==> config.mk <==
export PLATFORM = sky130hd
export DESIGN_NAME = acas_scale
export DESIGN_NICKNAME = d
export VERILOG_FILES = /design/src/hw/rtl/acas_scale.sv
export SDC_FILE = /design/constraint.sdc
export NUM_CORES = 1
export LEC_CHECK = 0
export ABC_AREA = 1
export BUFFER_PORTS_ARGS = -buffer_cell sky130_fd_sc_hd__buf_2
export CAP_MARGIN = 25
export CELL_PAD_IN_SITES_DETAIL_PLACEMENT = 0
export CELL_PAD_IN_SITES_GLOBAL_PLACEMENT = 1
export CORE_MARGIN = 2
export CORE_UTILIZATION = 25
export CTS_BUF_LIST = sky130_fd_sc_hd__clkbuf_8
export DETAILED_ROUTE_END_ITERATION = 6
export PLACE_DENSITY = 0.59
export SYNTH_ARGS = -nofsm -noshare
export SYNTH_HDL_FRONTEND = slang
export SYNTH_SLANG_ARGS = --single-unit
==> constraint.sdc <==
create_clock -name clk -period 10.9 [get_ports clk]
set_input_delay 2.18 -clock clk [delete_from_list [all_inputs] [get_ports clk]]
set_output_delay 2.18 -clock clk [all_outputs]
set_load 0.005 [all_outputs]
==> src/hw/rtl/acas_scale.sv <==
// ----------------------------------------------------------------------------
// acas_scale
// Gain stage: registered signed 16x16 product, then arithmetic right shift
// and wrap to 16 bits.
// ----------------------------------------------------------------------------
module acas_scale (
  input  logic               clk,
  input  logic               en,
  input  logic signed [15:0] diff,
  input  logic signed [15:0] gain,
  input  logic [3:0]         shift,
  output logic signed [15:0] result
);

  logic signed [31:0] product;
  logic [3:0]         shift_q;
  logic signed [31:0] shifted;

  always_ff @(posedge clk) begin
    if (en) begin
      product <= 32'(diff) * 32'(gain);
      shift_q <= shift;
    end
  end

  assign shifted = product >>> shift_q;
  assign result  = shifted[15:0];

endmodule
* After elaboration in Yosys (flattened, before gate mapping) *
Index checks and enable logic that the tools add are counted.

word-level totals
  bits in registers = 36
  logic and storage cells = 4
  input bits = 38
  output and inout port bits = 16

cells by class
  shifts and indexed selects = 1
  multiply operators = 1

operator list
  cell            number
  $mul 16x16->32  1
  $sshr 32x4->16  1

* Logic depth before layout (Yosys ltp) *
  depth in word-level cells = 1
  depth in mapped cells = 26
  mapped depth without buffers = 25

* Least setup slack after synthesis *
No wires, ideal clock.

  path kind = input to register
  start point = input gain[1]
  end point = register product[30], data pin
  slack = 3.571 ns
  path buffers = 1
  cell stages on the path = 23
  setup time = 0.252 ns
  arrival = 7.077 ns
  cell sequence = clkbuf_1 > nand2_1 > inv_1 > fa_1 > inv_1 > fa_1 > inv_1 > fa_1 > inv_1 > fa_1 > inv_1 > fa_1 > fa_1 > ha_1 > nand2_1 > nor2_1 > nand2_1 > nor3_1 > nand2_1 > nand2_1 > inv_1 > nand2_1 > nand2_1

between the ends
  longest elaborated chain between the ends = 1

RTL lines
  element               RTL line  RTL
  start, declared       10        input logic signed [15:0] gain,
  $mul 16x16->32        21        product <= 32'(diff) * 32'(gain);
  end signal, assigned  21
  end, declared         15        logic signed [31:0] product;

No other way between the ends.
A chain may end at the register's enable or synchronous reset.

* Worst setup path in the final report *
  start point = input diff[15]
  end point = register product[30], data pin

between the ends
  longest elaborated chain between the ends = 1

RTL lines
  element          RTL line  RTL
  start, declared  9         input logic signed [15:0] diff,
  $mul 16x16->32   21

No other way between the ends.

==> results summary <==
In this run, post-CTS hold repair placed 0 buffers. The number of hold violations in the final report is 0. After routing, the total negative slack on setup checks comes to 0 ns.

For met3 alone, demand over resource in global routing was 0.739%. The number of instances in the synthesized netlist is 1631. Entering global routing, the biggest net connects 36 pins. The worst hold path begins at shift[0]. The relative max-transition margin is 44.0%. After synthesis, the cell types taking the most area are fa_1, nand2_1, inv_1. The pin slew with the least headroom to its limit came out at 0.840 ns. The pre-antenna-repair detailed-routing pass consisted of 5 iterations.

The count of nets left with antenna violations once routing finished came out at 0. Setup violations remaining at the end of the flow were counted as 0. In the synthesized netlist the dominant register cell turns out to be edfxtp_1.

The sum of overflow across all layers after global routing is 0. The cell area after synthesis is 0.0124 mm². The number of warnings reported in the yosys synthesis log is 0. In this run, synthesis produced a sequential element count of 35. The average wire per standard cell came out at ~14 µm. The layout overhead on the synthesized area is 7.13%. Once the floorplan was initialized, standard cells occupied 25.3% of the core. The critical path capture point type is a register.

The post-cts gate resize count came out at 0. The portion of the post-synthesis area used by sequential elements came out at roughly 8.5%. The number of clock buffers inserted by TritonCTS came out at 5. The data arrival at the endpoint of the critical path is 7.71 ns. The routability congestion estimate is 0.860. The number of fillers in the final layout came out at 5455.

The floorplan has 81 rows. The largest fanout of any net on the critical path is 16. The initial antenna violation count is 0. The area occupied by multi-input gates is 0.00937 mm².

The max-cap check violation count came out at 0. Of the cells placed in the final design, the portion with a size suffix greater than 1 is about 4.2%. For this run, global-route usage on met2 was measured as 24.8%.

Pin placement for this block handled 54 I/O pins. The proportion of netlist area held by the largest area contributor came out at 41.4%. The fraction of synthesis flops using an asynchronous set or reset pin came out at 0%. After global routing, the most crowded layer is met2. The cell type with the highest aggregate area in the netlist is fa_1. Data on the critical path is required at its endpoint by about 11 ns. The clock sink total came out at 35. The die covers 0.0514 mm². The synthesized area divided by synthesized cell count is between 7 and 8 µm². The run finished with clean final reports.

The clock-pin transition on the worst setup and hold timing paths is approximately 0.07 ns. In the final layout, flip-flops and latches occupy 0.00105 mm². Setup repair after global routing left no endpoint under its margin.

The final layout contains routed wiring with a total length of 32600 µm. The net count after synthesis is 2005. The tree is rooted in a clkbuf_8. The post-detailed-route DRC marker count came out at 0. The count of final max-slew check failures is 0. The die is roughly 230 µm wide.

The launching element type of the critical path is an input port. The post-CTS setup buffer count is 0. The number of buffers on the longest clock path is 2.

The depth of the CTS H-tree is 2. After detailed routing, the number of vias per cell comes to 4.26. The minimum clock period after layout is 7.67 ns. In the finished design, the share of the clock period the worst path needs comes to 70.4%. The area of the core region is 0.0490 mm². The wire length of the first global-routing pass came out at around 56000 µm. Global routing used 13.8% of the available tracks. The highest attainable clock frequency is 130 MHz.

The number of distinct library cell variants in the gate-level netlist after synthesis is 38. The via count of the first global-routing pass is around 11000. In this run the worst setup path begins at diff[15]. The net total in the final layout came out at 1990. Summed over all nets, the half-perimeter wirelength after detailed placement is 28200 µm. Summing over every cut layer, the via total after detailed routing is 9723. The y dimension of the die is 227 µm. The initial DRC count came out at 590. The number of port buffers is 53. The diode insertion count for antenna repair came out at 0. The min-delay analysis places its worst path in the category input port to register.

The number of synthesized flops with an enable pin came out at 35. TritonCTS built the clock tree. The met1 track utilization from global routing came out at 18.7%. The critical path in this run is classified as input port to register. The worst setup path endpoint is product[30]$_DFFE_PP_.
-- worst min-delay path by stage --
stage	end	slack, ns	depth (start not counted)
CTS	shift_q[0]$_DFFE_PP_	2.07	1
finish	shift_q[0]$_DFFE_PP_	2.07	1
floorplan	shift_q[0]$_DFFE_PP_	2.28	0
global route	shift_q[0]$_DFFE_PP_	2.06	1
global placement	shift_q[0]$_DFFE_PP_	2.38	1
detailed placement	shift_q[0]$_DFFE_PP_	2.38	1
-- state kept, by name, indices dropped and copies added (netlist names) --
register / count
product: 31
shift_q: 4
-- cell type report --
cell class                      instances  area share, %
Inverter                              443           12.5
Multi-Input combinational cell       1077           70.6
Clock inverter                          3         0.0848
Clock buffer                            5          0.518
Sequential cell                        35           7.92
Timing Repair Buffer                   54           2.11
Tap cell                              664           6.26
-- cells in the mapped netlist, drive strengths merged, types with 8 or more instances --
cell	instances
nand2	463
nand3	61
nor3	9
nor2	49
fa	256
edfxtp	35
or2	8
clkbuf	60
inv	442
buf	16
o21ai	59
xor2	17
ha	80
nand4	9
a21oi	33
-- kinds of logic (layout without fill, tap and decap cells) --
kind of cell	count (synthesis)	after routing	share of synthesized area, %
AND/OR/NAND/NOR	603	603	19.5
buffers and inverters	519	505	15.9
adder cells (fa/ha/maj)	336	336	49.4
AO/OA/AOI/OAI	115	115	5.05
flip-flops	35	35	8.48
XOR/XNOR	19	19	1.34
multiplexers	4	4	0.323
-- cells in the final DEF (no fill, tap or decap), types with 4 or more instances in the layout --
cell type    n
ha_1        80
fa_1       256
nand3_1     61
nand2_1    462
a21o_1       4
nand4_1      9
nor3_1       9
o21ai_1      8
o211ai_1     4
mux2i_1      4
xor2_1      17
buf_2       53
inv_1      442
a21oi_1     33
clkbuf_8     5
o21ai_0     51
a31oi_1      4
nor2_1      48
edfxtp_1    35
or2_2        6
-- layer usage --
layer,share of wire (%),vias up
met1,47,4862
li1,-,4696
met4,1.2,0
met3,2.5,23
met5,0,-
met2,50,142
-- worst max-delay path, stage by stage --
cell,delay [ns]
buf_2,0.21
nand2_1,0.15
inv_1,0.10
fa_1,0.77
inv_1,0.12
fa_1,0.65
inv_1,0.20
fa_1,0.54
inv_1,0.06
fa_1,0.53
inv_1,0.05
fa_1,0.50
fa_1,0.43
ha_1,0.39
nand2_1,0.11
nor2_1,0.16
nand2_1,0.10
nor3_1,0.14
nand2_1,0.08
nand2_1,0.09
inv_1,0.04
nand2_1,0.05
nand2_1,0.05
-- metrics by stage --
step           worst slack [ns]  hold slack [ns]  cell area, µm²  util (%)  instances
2_1_floorplan              3.57             2.28           12400         -       1631
3_3_place_gp               3.01             2.38           13200      26.9       2272
3_5_place_dp               2.91             2.38           13200      26.9       2272
4_1_cts                    3.20             2.07           13300      27.1       2280
5_1_grt                    2.78             2.06           13300      27.1       2281
6_report                   3.23             2.07           13300      27.1       2281
Power is left out: the tool's default activity adds up to more than one toggle a clock period on the data nets, which glitch-free logic cannot reach.
