### src/hw/rtl/acas_ram.sv
// ----------------------------------------------------------------------------
// acas_ram
// Simple dual-port RAM: one write port, one read port with registered data.
// ----------------------------------------------------------------------------
module acas_ram #(
  parameter int  WIDTH = 16,
  parameter int  DEPTH = 16,
  localparam int AW    = (DEPTH > 1) ? $clog2(DEPTH) : 1
) (
  input  logic             clk,
  input  logic             we,
  input  logic [AW-1:0]    waddr,
  input  logic [WIDTH-1:0] wdata,
  input  logic             re,
  input  logic [AW-1:0]    raddr,
  output logic [WIDTH-1:0] rdata
);

  logic [WIDTH-1:0] mem [DEPTH];

  // A read of the address written in the same cycle returns the old word.
  always_ff @(posedge clk) begin
    if (we) begin
      mem[waddr] <= wdata;
    end
    if (re) begin
      rdata <= mem[raddr];
    end
  end

endmodule

### config.mk
export PLATFORM = sky130hd
export DESIGN_NAME = acas_ram
export DESIGN_NICKNAME = d
export VERILOG_FILES = /design/src/hw/rtl/acas_ram.sv
export SDC_FILE = /design/constraint.sdc
export NUM_CORES = 1
export LEC_CHECK = 0
export BUFFER_PORTS_ARGS = -buffer_cell sky130_fd_sc_hd__buf_2
export CAP_MARGIN = 30
export CORE_UTILIZATION = 61
export CTS_CLUSTER_DIAMETER = 80
export DETAILED_ROUTE_END_ITERATION = 10
export PLACE_DENSITY = 0.86
export SLEW_MARGIN = 20
export SYNTH_ARGS = -nofsm -noshare
export SYNTH_HDL_FRONTEND = slang
export SYNTH_SLANG_ARGS = --single-unit
### constraint.sdc
create_clock -name clk -period 2.65 [get_ports clk]
set_input_delay 0 -clock clk [delete_from_list [all_inputs] [get_ports clk]]
set_output_delay 0 -clock clk [all_outputs]
set_load 0.02 [all_outputs]
=== Word-level counts from Yosys, hierarchy flattened ===
Memory sizes are Yosys's and may differ from the RTL's. A register that Yosys moved wholly into a read port is not among the register bits.
Index checks and enable logic that the tools add are counted.

* Logic and storage cells: 3
* Bits in writable memories: 256
* Output and inout bits: 16
* Flip-flop bits (word level): 0
* Memories kept: 1
* Input port bits: 27

* Mux-type cells: 2

{| class="wikitable"
|+ Memory list
! name !! words !! bits a word !! rd ports !! clocked after memory_dff !! write ports !! line !! RTL
|-
| mem || 16 || 16 || 1 || 1 || 1 || 19 || <nowiki>logic [WIDTH-1:0] mem [DEPTH];</nowiki>
|}

{| class="wikitable"
|+ Operator list
! operator !! number
|-
| 1-bit 2-to-1 mux || 2
|}

=== Depth between registers and ports, before layout ===
Gate-level depths: netlist of the first run.

* Depth in word-level cells: 2
* Depth in mapped cells: 5
* Gate-level depth less buffers: 3

=== Worst setup path after synthesis of the first run ===
Ideal clock, no wire load.

* Path kind: input to register
* Start point: input waddr[2]
* End point: memory mem[0][0], enable pin
* Required time: 2.241 ns
* Buffers on the path: 0
* Arrival: 1.646 ns
* Path slack: 0.595 ns
* Library setup time: 0.409 ns
* Cell stages on the path: 2
* Cell sequence: or3b_2 > nor3_1

{| class="wikitable"
|+ RTL lines
! item !! line !! RTL
|-
| start, declared || 12 || <nowiki>input logic [AW-1:0] waddr,</nowiki>
|-
| end, declared || 19 ||
|}

Straight into the memory's write port.

==> metrics, run 1 <==
xor/xnor share of the synthesized area 0%; CP Data Required Time about 2.9 ns; Synth Area in Simple Gates around 1.9%; Root Driver clkbuf_16; Final Critical Period approximately 1.6 ns; Routed WL around 23,000 um; Hold Crit Class in2reg; global-route wire length before repair roughly 33,000 um; io pins 43; total CTS buffers 26; reg-to-reg endpoint rdata[0]$_DFFE_PP_; final std cells w/o fill 756; clock buffer depth 3; Worst Setup SP mem[1][0]$_DFFE_PP_; mux share of post-synthesis cell area about 14%; crit path kind reg2reg; FF-to-FF path depth 3; proportion of layout cells with a drive suffix above 1 around a third; IO buf count 42; CP Max Fanout 1; synth unique cells 18; final instance area around 0.012 mm2; vias in the first global route roughly 5,200; Post-DP HPWL ~12,000 um; worst slack at placement roughly 0.75 ns; Rel. slew slack approximately a third; Placed Instance Area ~0.011 mm2; FF+latch count, synth between 200 and 300; Synth Warn # 0; post-synthesis cell count around 430; area share of fa/ha/maj cells after synthesis 0%; post-layout net count 550; Final Cycle Share between 60% and 70%; hold slack 0.0318 ns; post-synthesis cell area ~0.01 mm2; R2R Path Start mem[1][0]$_DFFE_PP_; r2r setup slk roughly 1.1 ns; initial core utilization 63.3%; GP Congestion roughly 0.72; Slew Viols, Final 0; Die Wd between 100 and 150 um; setup TNS 0 ns; first drt pass iteration count 5; Setup Skew about 0.013 ns; Compound-Gate Fraction of Synth Area approximately 2.4%; CTS tree built; Final setup viols 0; largest net degree at the start of global routing 29; placed instance count 694; Data arrival, critical path ~1.9 ns; endpoints failing hold 0; die height 131 um; fin worst setup slack 1.06 ns; Total Die Area roughly 0.017 mm2; run status completed; most frequent cells in the layout edfxtp_1 (272), mux4_2 (54), buf_2 (41), a22oi_1 (32), clkbuf_16 (26); drt drc 0; CP endpoint kind flip-flop; row cnt 46; via/cell ratio between 6 and 7; Power Dens Cells approximately 750 mW/mm2; Worst-Skew Late Latency roughly 0.53 ns; Peak supply drop 0.000616 V; Fmax approximately 630 MHz; RSZ-0062 raised after global routing false; Synth Area per Inst around 24 um2; Iter 0 DRT Violations roughly 530; Lkg Pwr approximately 3.9 nW; GRT Overall Usage roughly 27%; H-tree Lvls 1; worst setup path endpoint rdata[0]$_DFFE_PP_; Clock transition at path regs roughly 0.06 ns; antenna diode instance count 0; max cap viols 0; area of the core ~0.016 mm2; clk sink count 272; initial antenna violation count 0; antenna-violating nets left 0; Layout Utilization between 70% and 80%; Seq/Total Area, Yosys 80.0%; largest family of logic cells by synthesized area multiplexers; Worst-Margin Slew 1.00 ns; Overall Power slightly below 9 mW; gr ovfl total 0; post-synth net total 459; vias between 4,000 and 5,000; Synth-to-Final Area Change 15.7%; drt wl/cell about 30 um; commonest non-fill, non-tap cell in the layout edfxtp_1; crit start category flip-flop
-- final cells by class --
class | count | area, um2
sequential | 272 | 8170
multi-input combinational | 139 | 1960
tap | 216 | 270
clock buffer | 28 | 658
fill | 905 | 4310
clock inverter | 17 | 144
timing repair buffer | 84 | 608
-- where the power goes --
| group | internal (mW) | switching, mW | leakage (nW) |
|---|---|---|---|
| combinational | 0.195 | 0.279 | 1.00 |
| sequential | 4.85 | 0.0318 | 2.47 |
| clock | 1.98 | 1.52 | 0.393 |
| total | 7.03 | 1.83 | 3.87 |
-- worst min path at each step --
stage | from | slack (ns) | endpoint | depth (start not counted)
3_5_place_dp | wdata[8] | 0.39 | mem[7][8]$_DFFE_PP_ | 1
4_1_cts | waddr[2] | 0.02 | mem[15][9]$_DFFE_PP_ | 3
6_report | waddr[2] | 0.03 | mem[15][9]$_DFFE_PP_ | 3
3_3_place_gp | wdata[7] | 0.36 | mem[14][7]$_DFFE_PP_ | 1
5_1_grt | waddr[2] | 0.05 | mem[15][9]$_DFFE_PP_ | 3
2_1_floorplan | wdata[0] | 0.1 | mem[0][0]$_DFFE_PP_ | 0
-- critical path: stages (launching register included) --
cell and delay (ns):
edfxtp_1 0.42, mux4_1 0.58, a22oi_1 0.26, nand2_1 0.08
-- timing repair --
action,4_1_cts,5_1_grt
endpoints found under the hold margin,264,0
setup buffers,0,0
hold buffers,17,0
gates resized for setup,0,0
-- kinds of logic after synthesis --
kind of cell	after synthesis
flip-flops	272
multiplexers	64
AND/OR/NAND/NOR	43
AO/OA/AOI/OAI	32
buffers and inverters	21
-- routing by layer --
metal | GRT usage, % | wire length (um) | up-vias
met2 | 43.2 | 11000 | 322
met4 | 10.6 | 713 | 0
met1 | 39.1 | 8660 | 2561
li1 | - | - | 2040
met5 | 0 | 0 | -
met3 | 4.75 | 2160 | 58
-- synthesized netlist by cell type --
master	count	share of area [%]
nor2b_1	2	0.12
mux4_2	54	12
nand3_1	1	0.049
buf_1	3	0.11
clkbuf_1	8	0.29
nand2b_1	2	0.12
a22oi_1	32	2.4
buf_4	3	0.22
buf_2	3	0.15
nand3b_1	2	0.15
nand2_1	17	0.63
or3b_2	1	0.086
edfxtp_1	272	80
nor3_1	4	0.20
nor2_1	13	0.48
buf_6	4	0.44
mux4_1	10	2.6
and2_1	1	0.061
-- sequential cells by signal, indices dropped and copies added (netlist names) --
name	flops
mem	256
rdata	16
No activity file was read; power rests on OpenSTA's default activity.
==> inputs of run 2 (changes only) <==
--- a/config.mk
+++ b/config.mk
@@ -5,12 +5,13 @@
 export SDC_FILE = /design/constraint.sdc
 export NUM_CORES = 1
 export LEC_CHECK = 0
+export ABC_AREA = 1
 export BUFFER_PORTS_ARGS = -buffer_cell sky130_fd_sc_hd__buf_2
 export CAP_MARGIN = 30
-export CORE_UTILIZATION = 61
+export CORE_UTILIZATION = 56
 export CTS_CLUSTER_DIAMETER = 80
 export DETAILED_ROUTE_END_ITERATION = 10
-export PLACE_DENSITY = 0.86
+export PLACE_DENSITY = 0.83
 export SLEW_MARGIN = 20
 export SYNTH_ARGS = -nofsm -noshare
 export SYNTH_HDL_FRONTEND = slang
==> constraint.sdc (replaced) <==
create_clock -name clk -period 1.37 [get_ports clk]
set_input_delay 0 -clock clk [delete_from_list [all_inputs] [get_ports clk]]
set_output_delay 0 -clock clk [all_outputs]
set_load 0.02 [all_outputs]
==> metrics, run 2 <==
Final Cycle Share roughly nine tenths; Overall Power around 17 mW; post-synthesis cell count around 1,100; P_int between 10 and 15 mW; Fmax between 800 and 900 MHz; Synth Area per Inst 10.7 um2; Clk pwr share around 39%; worst path buffer plus inverter count 1; Synth Area in Simple Gates 20.1%; post-synth net total 1,101; drt wl/cell about 19 um; final std cells w/o fill between 1,000 and 1,500; post-synthesis cell area 0.0115 mm2; critical path's top delay family flip-flops; share of Yosys cell area claimed by the top area cell type a little over two thirds; final instance area about 0.013 mm2; clk sink count approximately 270; Worst-Margin Slew about 0.87 ns; vias just under 8,000; Compound-Gate Fraction of Synth Area 0%; top cell type by total area after synthesis edfxtp_1; Largest regs mem: 256 flops, rdata: 16 flops; Post-synth EDFFs between 200 and 300; CTS tree built; Hold Crit Class in2reg; crit start category flip-flop; die height roughly 150 um; Biggest register mem; most frequent cells in the layout nand2_1 (341), edfxtp_1 (272), inv_1 (196), nand3_1 (193), buf_2 (41); row cnt 52; FF+latch count, synth 272; mux share of post-synthesis cell area 0%; Data arrival, critical path roughly 1.2 ns; Final Critical Period roughly 1.2 ns; endpoints failing hold 0; CP Max Fanout 1; top cells by count, synth nand2_1 (341), edfxtp_1 (272), inv_1 (196); Root Driver clkbuf_16; Iter 0 DRT Violations about 910; Die Wd between 100 and 150 um; crit-path cells buf_2; Slew Viols, Final 0; CP max-delay cell edfxtp_1; Synth-to-Final Area Change 15.0%; antenna diode instance count 0; post-layout net count 1,185; clock buffer depth 3; Synth Flop Type edfxtp_1; Power Dens Cells ~1300 mW/mm2; largest net degree at the start of global routing a little over 70; run status completed; share of total power in combinational logic under 10%; Seq/Total Area, Yosys a little over two thirds; switching share of total power roughly 22%; cts repair resizes 0; proportion of layout cells with a drive suffix above 1 11.9%; GRT Overall Usage around a quarter; CP peak stage delay 0.48 ns; CP endpoint kind primary output; largest cells by area after synthesis edfxtp_1 (71%), nand2_1 (11%), nand3_1 (8.4%); crit path kind reg2out; Placed Instance Area between 0.01 and 0.015 mm2; H-tree Lvls 1; Layout Utilization between 60% and 70%; post-CTS setup repair buffer count 0; Rel. slew slack between 40% and 50%; sequential share of power 54.3%; post-synthesis async set-or-reset flop share 0%; Setup Skew 0.0167 ns; Synth Warn # 0; RSZ-0062 raised after global routing false; Final setup viols 0; GP Congestion about 0.9; antenna-violating nets left 0; xor/xnor share of the synthesized area 0%; largest family of logic cells by synthesized area simple AND/OR/NAND/NOR gates; Lkg Pwr between 5 and 6 nW; area share of fa/ha/maj cells after synthesis 0%; max cap viols 0; max reg flops 256; Total Die Area around 0.021 mm2; io pins 43; Routed WL approximately 27,000 um; setup TNS 0 ns; gr ovfl total 0; Post-DP HPWL 15,900 um; area of the core between 0.02 and 0.025 mm2; initial antenna violation count 0; total CTS buffers 26; global-route wire length before repair roughly 42,000 um; via/cell ratio 5.48; initial core utilization 57.0%; Worst-Skew Late Latency about 0.54 ns; synth unique cells 12; vias in the first global route approximately 7,700; Clock transition at path regs roughly 0.060 ns; commonest non-fill, non-tap cell in the layout nand2_1; count leader, synth nand2_1; drt drc 0; NetSw 3.83 mW; placed instance count ~1,400; Peak supply drop between 0.001 and 0.0015 V; CP Data Required Time ~1.4 ns; first drt pass iteration count 5; IO buf count between 40 and 50
run 2: cell types whose count changed after synthesis, moves of 4 or more:
cell and change:
buf_2 +16, nor3_1 -4, inv_1 +196, mux4_1 -10
a22oi_1 -32, nor2_1 +4, nand2_1 +324, buf_4 +15
nand3_1 +192, mux4_2 -54
run 2: kinds of logic after synthesis:
kind of cell | Yosys count
buffers and inverters | 249
DFF | 272
and+or+nand+nor | 553
run 2: metal layers:
metal | part of all wire, % | GRT usage, % | vias up
met4 | 4.0 | 12.3 | 0
met3 | 10 | 4.04 | 85
met5 | 0 | 0 | -
met1 | 37 | 33.8 | 3738
met2 | 49 | 43.9 | 472
li1 | - | - | 3633
run 2: stage by stage:
step,setup slack (ns),hold slack [ns]
floorplan,0.0704,0.0989
global placement,0.137,0.371
detailed placement,0.0982,0.385
CTS,0.155,0.100
global route,0.134,0.135
finish,0.161,0.109
run 2: timing repair:
action | 4_1_cts | 5_1_grt
endpoints found under the setup margin | 0 | 0
hold buffers | 17 | 0
endpoints found under the hold margin | 269 | 0
run 2: final timing paths:
| kind | slack [ns] | endpoint | startpoint | cells past startpoint |
|---|---|---|---|---|
| setup / recovery | 0.16 | rdata[5] | rdata[5]$_DFFE_PP_ | 1 |
| hold / removal | 0.11 | rdata[3]$_DFFE_PP_ | raddr[1] | 5 |
| setup reg to reg | 0.21 | rdata[5]$_DFFE_PP_ | mem[14][5]$_DFFE_PP_ | 6 |
| hold reg to reg | 0.71 | rdata[2]$_DFFE_PP_ | mem[10][2]$_DFFE_PP_ | 6 |
run 2: area by class of cell:
| cell class | instances | area (um2) |
|---|---|---|
| fillers | 1382 | 6960 |
| well taps | 270 | 338 |
| clock buffers | 34 | 702 |
| clock inverters | 13 | 80.1 |
| flip-flops and latches | 272 | 8170 |
| inverters | 198 | 744 |
| multi-input cells | 553 | 2360 |
| repair buffers | 107 | 881 |
run 2: power by group through the flow:
stage	Clock, mW	Combinational [mW]	Sequential (mW)
after floorplan	0	0.629	9.64
after global placement	0	1.11	9.60
after detailed placement	0	1.15	9.61
after CTS	6.73	1.21	9.43
after global routing	7.06	1.33	9.44
final	6.70	1.23	9.43
==> inputs of run 3 (changes only) <==
--- a/config.mk
+++ b/config.mk
@@ -8,11 +8,11 @@
 export ABC_AREA = 1
 export BUFFER_PORTS_ARGS = -buffer_cell sky130_fd_sc_hd__buf_2
 export CAP_MARGIN = 30
-export CORE_UTILIZATION = 56
+export CORE_UTILIZATION = 35
 export CTS_CLUSTER_DIAMETER = 80
 export DETAILED_ROUTE_END_ITERATION = 10
-export PLACE_DENSITY = 0.83
-export SLEW_MARGIN = 20
+export PLACE_DENSITY = 0.59
+export SETUP_SLACK_MARGIN = 0.3
 export SYNTH_ARGS = -nofsm -noshare
 export SYNTH_HDL_FRONTEND = slang
 export SYNTH_SLANG_ARGS = --single-unit
==> metrics, run 3 (same netlist as run 2, synthesis figures left out) <==
clk sink count ~270; row cnt 66; H-tree Lvls 1; Synth-to-Final Area Change 21.0%; CP max-delay cell edfxtp_1; Iter 0 DRT Violations 610; fin worst setup slack ~0.21 ns; hold path startpoint re; largest net degree at the start of global routing 74; Rel. slew slack 59.0%; total CTS buffers 28; Power Dens Cells roughly 1300 mW/mm2; IO buf count 42; reg-to-reg endpoint rdata[9]$_DFFE_PP_; CP peak stage delay ~0.46 ns; RSZ-0062 raised after global routing true; final std cells w/o fill between 1,500 and 2,000; vias in the first global route 7,436; Worst-Margin Slew 0.615 ns; Overall Power 17.5 mW; GRT Overall Usage approximately 17%; WHS Endpoint rdata[1]$_DFFE_PP_; Final Cycle Share 84.5%; fill cell count just under 3,000; endpoints failing hold 0; post-CTS setup repair buffer count 0; r2r setup slk approximately 0.3 ns; CP endpoint kind primary output; most frequent cells in the layout nand2_1 (338), edfxtp_1 (272), inv_1 (194), nand3_1 (147), nand3_2 (46); antenna diode instance count 0; crit path kind reg2out; final instance area 0.0140 mm2; vias ~7,500; clock buffer depth 3; setup TNS 0 ns; drt wl/cell approximately 17 um; initial antenna violation count 2; commonest non-fill, non-tap cell in the layout nand2_1; GP Congestion slightly below 0.8; hold depth 1; antenna-violating nets left 0; hold slack 0.0315 ns; Slew Viols, Final 0; Fmax about 860 MHz; Final setup viols 0; io pins 43; CP Data Required Time about 1.4 ns; area of the core approximately 0.032 mm2; Total Die Area 0.0337 mm2; Hold Crit Class in2reg; max cap viols 0; Post-DP HPWL roughly 16,000 um; Peak supply drop around 0.0011 V; run status completed; placed instance count roughly 1,600; drt drc 0; gr ovfl total 0; CP Max Fanout 1; first drt pass iteration count 5; Root Driver clkbuf_16; proportion of layout cells with a drive suffix above 1 16.5%; critical path's top delay family flip-flops; Routed WL 28,200 um; global-route wire length before repair 43,600 um; post-layout net count 1,188; initial core utilization approximately 36%; Setup Skew roughly 0.011 ns; worst path buffer plus inverter count 1; Layout Utilization a little over two fifths; worst slack at placement just over 0.09 ns; Biggest register mem; Placed Instance Area ~0.013 mm2; max reg flops around 260; FF-to-FF path depth 6; Lkg Pwr 5.86 nW; CTS tree built; die height between 150 and 200 um; crit start category flip-flop; Die Wd approximately 180 um; Data arrival, critical path between 1 and 1.5 ns; Worst-Skew Late Latency around 0.53 ns; crit-path cells buf_6; Largest regs mem: 256 flops, rdata: 16 flops; Final Critical Period 1.16 ns; Clock transition at path regs roughly 0.060 ns; R2R Path Start mem[2][9]$_DFFE_PP_; via/cell ratio 4.63
run 3: where the power goes:
| group | total [mW] | switching, mW | leakage, nW | internal [mW] |
|---|---|---|---|---|
| Clock | 6.78 | 2.96 | 0.399 | 3.82 |
| Combinational | 1.32 | 0.862 | 2.99 | 0.462 |
| Sequential | 9.44 | 0.0622 | 2.47 | 9.38 |
| Total | 17.5 | 3.88 | 5.86 | 13.7 |
run 3: layer usage:
| metal | global-route usage [%] | part of all wire [%] | vias to the layer above |
|---|---|---|---|
| li1 | - | - | 3644 |
| met1 | 23.5 | 45 | 3599 |
| met2 | 28.4 | 46 | 203 |
| met3 | 2.75 | 5.9 | 52 |
| met4 | 5.27 | 2.8 | 2 |
| met5 | 0 | 0.046 | - |
run 3: worst max-delay path by stage:
stage	startpoint	to	slack, ns	cells after the start
6_report	rdata[8]$_DFFE_PP_	rdata[8]	0.21	1
5_1_grt	rdata[4]$_DFFE_PP_	rdata[4]	0.18	1
4_1_cts	rdata[8]$_DFFE_PP_	rdata[8]	0.20	1
3_5_place_dp	raddr[0]	rdata[9]$_DFFE_PP_	0.09	8
3_3_place_gp	raddr[0]	rdata[2]$_DFFE_PP_	0.11	8
2_1_floorplan	waddr[2]	mem[10][0]$_DFFE_PP_	0.07	2
run 3: what timing repair did:
action	4_1_cts	5_1_grt
setup endpoints to repair	16	32
resized for setup	21	57
cloned	0	0
hold endpoints to repair	263	0
hold buffers	18	0
pin swaps	6	43
run 3: cell type report:
class	count	area, um2	share of cell area (%)
Clock buffer	35	748	5.36
Clock inverter	13	60.1	0.430
Inverter	198	746	5.34
Multi-Input combinational cell	553	2610	18.7
Sequential cell	272	8170	58.5
Tap cell	442	553	3.96
Timing Repair Buffer	108	1080	7.77
